$ cat config.mk
export PLATFORM = sky130hd
export DESIGN_NAME = csep_ctrl
export DESIGN_NICKNAME = d
export VERILOG_FILES = /design/src/rtl/core/csep_pkg.sv /design/src/rtl/core/csep_ctrl.sv
export SDC_FILE = /design/constraint.sdc
export NUM_CORES = 1
export LEC_CHECK = 0
export BUFFER_PORTS_ARGS = -buffer_cell sky130_fd_sc_hd__buf_2
export CAP_MARGIN = 20
export CORE_UTILIZATION = 45
export CTS_BUF_LIST = sky130_fd_sc_hd__clkbuf_4 sky130_fd_sc_hd__clkbuf_8
export DETAILED_ROUTE_END_ITERATION = 16
export GPL_ROUTABILITY_DRIVEN = 0
export PLACE_DENSITY = 0.73
export SYNTH_ARGS = -nofsm -noshare
export SYNTH_HDL_FRONTEND = slang
export SYNTH_SLANG_ARGS = --single-unit
export TNS_END_PERCENT = 5
$ cat constraint.sdc
create_clock -name clk -period 1.61 [get_ports clk]
set_input_delay 0.0805 -clock clk [delete_from_list [all_inputs] [get_ports clk]]
set_output_delay 0.0805 -clock clk [all_outputs]
set_load 0.1 [all_outputs]
$ cat src/rtl/core/csep_pkg.sv
// shared types, constants and helpers of the crowd separation steering block
package csep_pkg;

  localparam int MAX_AGENTS = 64;
  localparam int IDX_W      = $clog2(MAX_AGENTS);
  localparam int CNT_W      = IDX_W + 1;

  localparam int RAD_W      = 23;
  localparam int STR_W      = 16;
  localparam int CFG_IDX_W  = 1;
  localparam int CFG_DATA_W = 23;

  localparam logic [CFG_IDX_W-1:0] REG_RADIUS   = 1'b0;
  localparam logic [CFG_IDX_W-1:0] REG_STRENGTH = 1'b1;

  localparam logic [RAD_W-1:0] RADIUS_RESET   = 23'd256;
  localparam logic [STR_W-1:0] STRENGTH_RESET = 16'd256;

  localparam logic signed [15:0] Q_ONE = 16'sd16384;
  localparam logic signed [15:0] DIAG  = 16'sd11585;

  typedef struct packed {
    logic [31:0]        actor_id;
    logic signed [23:0] position_x;
    logic signed [23:0] position_y;
    logic signed [15:0] desired_x;
    logic signed [15:0] desired_y;
    logic               final_agent;
  } in_item_t;

  typedef struct packed {
    logic [31:0]        steer_actor;
    logic signed [15:0] steer_x;
    logic signed [15:0] steer_y;
    logic               was_separated;
    logic               final_steer;
  } out_item_t;

  // one stored agent record
  typedef struct packed {
    logic [31:0]        actor_id;
    logic signed [23:0] position_x;
    logic signed [23:0] position_y;
    logic signed [15:0] desired_x;
    logic signed [15:0] desired_y;
  } agent_t;

  localparam int AGENT_W = $bits(agent_t);

  typedef enum logic [5:0] {
    OP_NOP, OP_LOAD, OP_RR, OP_RR_SAVE, OP_RD_OWN, OP_LAT_OWN,
    OP_N_SHIFT, OP_N_ZERO, OP_N_SQX, OP_N_SQY, OP_N_SQS, OP_SQ_STEP,
    OP_N_DVX, OP_DV_STEP, OP_N_DVY, OP_N_FIN0, OP_N_FIN1,
    OP_P_RD, OP_P_DIFF, OP_P_MX, OP_P_MY, OP_P_FAN, OP_P_SQS,
    OP_P_DUX, OP_P_DUY, OP_P_DW, OP_P_MUX, OP_P_MUY, OP_P_ADY, OP_INC_J,
    OP_B_MX, OP_B_MY, OP_B_LD, OP_EMIT
  } op_t;

  typedef enum logic [5:0] {
    S_IDLE, S_RR, S_RR_SAVE, S_RD_OWN, S_LAT_OWN,
    S_N_SHIFT, S_N_SQX, S_N_SQY, S_N_SQS, S_N_SQRT,
    S_N_DVX, S_N_DVXL, S_N_DVY, S_N_DVYL, S_N_FIN,
    S_P_RD, S_P_DIFF, S_P_MX, S_P_MY, S_P_D2, S_P_SQRT,
    S_P_DUX, S_P_DUXL, S_P_DUY, S_P_DUYL, S_P_DW, S_P_DWL,
    S_P_MUX, S_P_MUY, S_P_ADY, S_P_NEXT,
    S_B_CHK, S_B_MX, S_B_MY, S_B_LD, S_EMIT
  } state_t;

  typedef struct packed {
    logic n_zero;
    logic n_inrange;
    logic sq_last;
    logic dv_last;
    logic j_is_i;
    logic j_last;
    logic i_last;
    logic active;
    logic push_nz;
    logic close;
    logic d2_zero;
  } status_t;

  // eighth-turn unit vectors for coincident agents
  function automatic logic signed [15:0] fan_x(input logic [2:0] k);
    case (k)
      3'd0: fan_x = Q_ONE;
      3'd1: fan_x = DIAG;
      3'd2: fan_x = 16'sd0;
      3'd3: fan_x = -DIAG;
      3'd4: fan_x = -Q_ONE;
      3'd5: fan_x = -DIAG;
      3'd6: fan_x = 16'sd0;
      default: fan_x = DIAG;
    endcase
  endfunction

  function automatic logic signed [15:0] fan_y(input logic [2:0] k);
    case (k)
      3'd0: fan_y = 16'sd0;
      3'd1: fan_y = DIAG;
      3'd2: fan_y = Q_ONE;
      3'd3: fan_y = DIAG;
      3'd4: fan_y = 16'sd0;
      3'd5: fan_y = -DIAG;
      3'd6: fan_y = -Q_ONE;
      default: fan_y = -DIAG;
    endcase
  endfunction

endpackage

$ cat src/rtl/core/csep_ctrl.sv
// sequencer: steps the datapath through loading, normalize, pair scan, blend and emit
module csep_ctrl (
  input  logic              clk,
  input  logic              rst_n,
  input  logic              start,
  input  logic              in_final,
  input  csep_pkg::status_t status,
  output csep_pkg::op_t     op,
  output logic              busy,
  output logic              out_valid
);
  import csep_pkg::*;

  state_t state_r, state_nxt;
  logic   phase_r, phase_nxt;
  logic   out_valid_r;

  always_ff @(posedge clk) begin
    if (!rst_n) begin
      state_r     <= S_IDLE;
      phase_r     <= 1'b0;
      out_valid_r <= 1'b0;
    end else begin
      state_r     <= state_nxt;
      phase_r     <= phase_nxt;
      out_valid_r <= (state_r == S_EMIT);
    end
  end

  always_comb begin
    state_nxt = state_r;
    phase_nxt = phase_r;
    op        = OP_NOP;
    unique case (state_r)
      S_IDLE: begin
        if (start) begin
          op = OP_LOAD;
          if (in_final) state_nxt = S_RR;
        end
      end
      S_RR:      begin op = OP_RR;      state_nxt = S_RR_SAVE; end
      S_RR_SAVE: begin op = OP_RR_SAVE; state_nxt = S_RD_OWN;  end
      S_RD_OWN:  begin op = OP_RD_OWN;  state_nxt = S_LAT_OWN; end
      S_LAT_OWN: begin
        op        = OP_LAT_OWN;
        phase_nxt = 1'b0;
        state_nxt = S_N_SHIFT;
      end
      S_N_SHIFT: begin
        if (status.n_zero) begin
          op        = OP_N_ZERO;
          state_nxt = S_N_FIN;
        end else if (status.n_inrange) begin
          state_nxt = S_N_SQX;
        end else begin
          op = OP_N_SHIFT;
        end
      end
      S_N_SQX: begin op = OP_N_SQX; state_nxt = S_N_SQY; end
      S_N_SQY: begin op = OP_N_SQY; state_nxt = S_N_SQS; end
      S_N_SQS: begin op = OP_N_SQS; state_nxt = S_N_SQRT; end
      S_N_SQRT: begin
        op = OP_SQ_STEP;
        if (status.sq_last) state_nxt = S_N_DVX;
      end
      S_N_DVX: begin op = OP_N_DVX; state_nxt = S_N_DVXL; end
      S_N_DVXL: begin
        op = OP_DV_STEP;
        if (status.dv_last) state_nxt = S_N_DVY;
      end
      S_N_DVY: begin op = OP_N_DVY; state_nxt = S_N_DVYL; end
      S_N_DVYL: begin
        op = OP_DV_STEP;
        if (status.dv_last) state_nxt = S_N_FIN;
      end
      S_N_FIN: begin
        if (phase_r) begin
          op        = OP_N_FIN1;
          state_nxt = S_EMIT;
        end else begin
          op        = OP_N_FIN0;
          state_nxt = status.active ? S_P_RD : S_EMIT;
        end
      end
      S_P_RD: begin
        if (status.j_is_i) begin
          state_nxt = S_P_NEXT;
        end else begin
          op        = OP_P_RD;
          state_nxt = S_P_DIFF;
        end
      end
      S_P_DIFF: begin op = OP_P_DIFF; state_nxt = S_P_MX; end
      S_P_MX:   begin op = OP_P_MX;   state_nxt = S_P_MY; end
      S_P_MY:   begin op = OP_P_MY;   state_nxt = S_P_D2; end
      S_P_D2: begin
        if (!status.close) begin
          state_nxt = S_P_NEXT;
        end else if (status.d2_zero) begin
          op        = OP_P_FAN;
          state_nxt = S_P_NEXT;
        end else begin
          op        = OP_P_SQS;
          state_nxt = S_P_SQRT;
        end
      end
      S_P_SQRT: begin
        op = OP_SQ_STEP;
        if (status.sq_last) state_nxt = S_P_DUX;
      end
      S_P_DUX: begin op = OP_P_DUX; state_nxt = S_P_DUXL; end
      S_P_DUXL: begin
        op = OP_DV_STEP;
        if (status.dv_last) state_nxt = S_P_DUY;
      end
      S_P_DUY: begin op = OP_P_DUY; state_nxt = S_P_DUYL; end
      S_P_DUYL: begin
        op = OP_DV_STEP;
        if (status.dv_last) state_nxt = S_P_DW;
      end
      S_P_DW: begin op = OP_P_DW; state_nxt = S_P_DWL; end
      S_P_DWL: begin
        op = OP_DV_STEP;
        if (status.dv_last) state_nxt = S_P_MUX;
      end
      S_P_MUX: begin op = OP_P_MUX; state_nxt = S_P_MUY; end
      S_P_MUY: begin op = OP_P_MUY; state_nxt = S_P_ADY; end
      S_P_ADY: begin op = OP_P_ADY; state_nxt = S_P_NEXT; end
      S_P_NEXT: begin
        if (status.j_last) begin
          state_nxt = S_B_CHK;
        end else begin
          op        = OP_INC_J;
          state_nxt = S_P_RD;
        end
      end
      S_B_CHK: state_nxt = status.push_nz ? S_B_MX : S_EMIT;
      S_B_MX:  begin op = OP_B_MX; state_nxt = S_B_MY; end
      S_B_MY:  begin op = OP_B_MY; state_nxt = S_B_LD; end
      S_B_LD: begin
        op        = OP_B_LD;
        phase_nxt = 1'b1;
        state_nxt = S_N_SHIFT;
      end
      S_EMIT: begin
        op        = OP_EMIT;
        state_nxt = status.i_last ? S_IDLE : S_RD_OWN;
      end
      default: state_nxt = S_IDLE;
    endcase
  end

  assign busy      = (state_r != S_IDLE);
  assign out_valid = out_valid_r;

endmodule

==> results_dict.tcl <==
set metrics [dict create \
    power_mw 3.93 \
    wirelength_mm 5.74 \
    internal_power_mw 1.73 \
    worst_pin_slew_ns 0.487 \
    yosys_warnings 0 \
    numPlacedInstances 271 \
    violations "setup timing" \
    worst_slack_ns -0.516 \
    fillers 163 \
    die_x_um 54.4 \
    n_antenna_cell 0 \
    num_rows 18 \
    crit_path_end_kind "output port" \
    min_path_type "primary input to flip-flop" \
    synth-async-reset-ratio 0 \
    wl_per_cell_um 20.5 \
    cp_top_family "compound AO/OA/AOI/OAI gates" \
    hpwlAfterDp_mm 3.86 \
    swShare 0.559 \
    grt_usage 0.390 \
    leakage_nw 0.855 \
    synth_nets 192 \
    drt-initial-drc-count 159 \
    finalCriticalPeriod_ns 2.13 \
    cpPeakStageDelay_ns 0.38 \
    pwr-share-clk 0.046 \
    r2r_cells 9 \
    syn_inst 177 \
    synth_top_area_frac 0.130 \
    synth-seq-cells 8 \
    pwr-share-comb 0.868 \
    cts_root_buf "clkbuf_4" \
    cp_num_buf_inv 2 \
    grt_antenna_before_repair 0 \
    drc 0 \
    final_cells 280 \
    core_area_um2 2540 \
    max_freq_mhz 470 \
    port_buffers 22 \
    seqPwrFrac 0.086 \
    synth_top_cell_by_area "dfxtp_1" \
    finalInstanceArea_um2 2030 \
    required_ns 1.53 \
    synthTopCellsByArea "dfxtp_1, a21oi_1, o21ai_0" \
    outcome "complete, but fails checks" \
    cts_sinks 8 \
    nNetsFinal 267 \
    critical_path_class "flip-flop to output port" \
    area_growth_syn_to_layout_pct 64.4 \
    seq_area_frac_synth 0.130 \
    synth-main-ff-cell "dfxtp_1" \
    viasPerCell 6.89 \
    vias 1928 \
    startpoint_type "flip-flop" \
    drtAntennaViolNets 0 \
    netlist_area_um2 1230 \
    rrSetupSlack_ns -0.22 \
    worst_hold_path.num_cells 2 \
    start_util 0.485 \
    cts_buffer_depth 2 \
    die_area_um2 2960 \
    slew_violations 0 \
    cp_max_fo 6 \
    powerDensity_nw_per_um2 1940 \
    crit_chain "nor3_1, buf_4, a221oi_1, a211o_1, o221ai_1, a21bo_2, buf_12" \
    cp.depth 7 \
    slew_headroom 0.677 \
    final_hold_viol_count 0 \
    first_pass_iters 5 \
    grt_pass1_wl_mm 8.13 \
    cp_slowest_cell "dfxtp_4" \
    die_h_um 54.4 \
    peakVddDrop_v 0.00198 \
    gr-total-overflow 0 \
    tns_ns -3.51 \
    h-tree-depth 1 \
    postCtsHoldBufs 0 \
    clock_skew_ns 0.00684 \
    path_clk_slew_ns 0.06 \
    grt_setup_unrepaired "yes" \
    ys_types 60 \
    synth_edf_count 0 \
    arrival_ns 2.05 \
    grt_max_degree 21 \
    p_switching_mw 2.20 \
    drive_gt1_frac 0.496 \
    fin_crit_sh 1.32 \
    avgSynthCellArea_um2 6.97 \
    cts_tree "yes" \
    clk_latency_ns 0.28 \
    grt_pass1_vias 1699 \
    cts_buffers 3 \
    io_pins 23 \
    setup_viol 10 \
    maxCapViolCount 0 \
    dpl_cell_area_um2 1820 \
]
==> cell usage after synthesis (3+ instances only) <==
cell type and n:
o21ai_0 12, mux2i_1 3, a31oi_1 5, a211oi_1 4, inv_1 6, nand3_1 3
dfxtp_1 8, nand2_1 15, or2b_1 3, nor3_1 10, nor4_1 5, a21oi_1 12
buf_4 3, nor2_1 11, nand2b_1 6, buf_2 10, and3_1 4, nor2b_1 5
==> path summary, 6_finish.rpt <==
path                                 from                      end
setup reg to reg  state_r[2]$_SDFFE_PN0P_  state_r[1]$_SDFFE_PN0P_
setup / recovery  state_r[3]$_SDFFE_PN0P_                    op[0]
hold / removal                      rst_n  state_r[3]$_SDFFE_PN0P_
hold reg to reg      phase_r$_SDFFE_PN0P_     phase_r$_SDFFE_PN0P_
==> routing by layer <==
metal	vias up	share of wire	global-route usage
li1	830	-	-
met1	877	0.37	0.473
met2	170	0.45	0.628
met3	51	0.12	0.0944
met4	0	0.063	0.205
met5	-	0	0
==> sequential cells by signal, indices dropped and copies added, names as in the netlist <==
signal	flops
state_r	6
out_valid	1
phase_r	1
==> cell type report <==
| class | instances | area (um^2) | share of cell area |
|---|---|---|---|
| Clock buffer | 3 | 22.5 | 0.0111 |
| Tap cell | 30 | 37.5 | 0.0185 |
| Multi-Input combinational cell | 147 | 1070 | 0.529 |
| Timing Repair Buffer | 85 | 693 | 0.342 |
| Inverter | 7 | 26.3 | 0.0130 |
| Sequential cell | 8 | 175 | 0.0864 |
==> through the flow <==
step | worst slack [ns] | util | hold WS (ns)
after floorplan | -0.926 | - | 0.202
after global placement | -0.218 | 0.715 | 0.331
after detailed placement | -0.293 | 0.715 | 0.332
after CTS | -0.457 | 0.764 | 0.0491
after global routing | -0.572 | 0.797 | 0.0706
final | -0.516 | 0.797 | 0.0541
==> placed cells by master, fill, tap and decap left out, drive strengths merged, types with 4 or more instances in the layout <==
cell type	n
a31oi	5
nand2	15
dfxtp	8
nor2	11
nor4	5
a21oi	12
nor3	10
nor2b	5
buf	85
nand2b	6
o21ai	13
inv	7
and3	4
a211oi	6
==> power by group through the flow <==
stage               clock (mW)  combinational, mW  sequential, mW
global route             0.195               3.53           0.346
finish                   0.179               3.41           0.339
detailed placement           0               3.02           0.313
global placement             0               2.96           0.308
CTS                      0.175               3.21           0.318
floorplan                    0               2.00           0.288
==> cell families (layout without fill, tap and decap cells) <==
family | after synthesis | after routing | share of synthesized area
AOI/OAI and AO/OA | 60 | 60 | 0.355
xor gates and xnor gates | 2 | 2 | 0.0142
buffers and inverters | 22 | 95 | 0.0923
DFF | 8 | 8 | 0.130
muxes | 3 | 3 | 0.0243
and+or+nand+nor | 82 | 82 | 0.384
==> repair_timing <==
action / in CTS / in global routing
resized for setup: 22 / 18
setup buffers: 4 / 2
setup endpoints to repair: 11 / 11
pin swaps: 9 / 2
(Power assumes the default switching activity.)
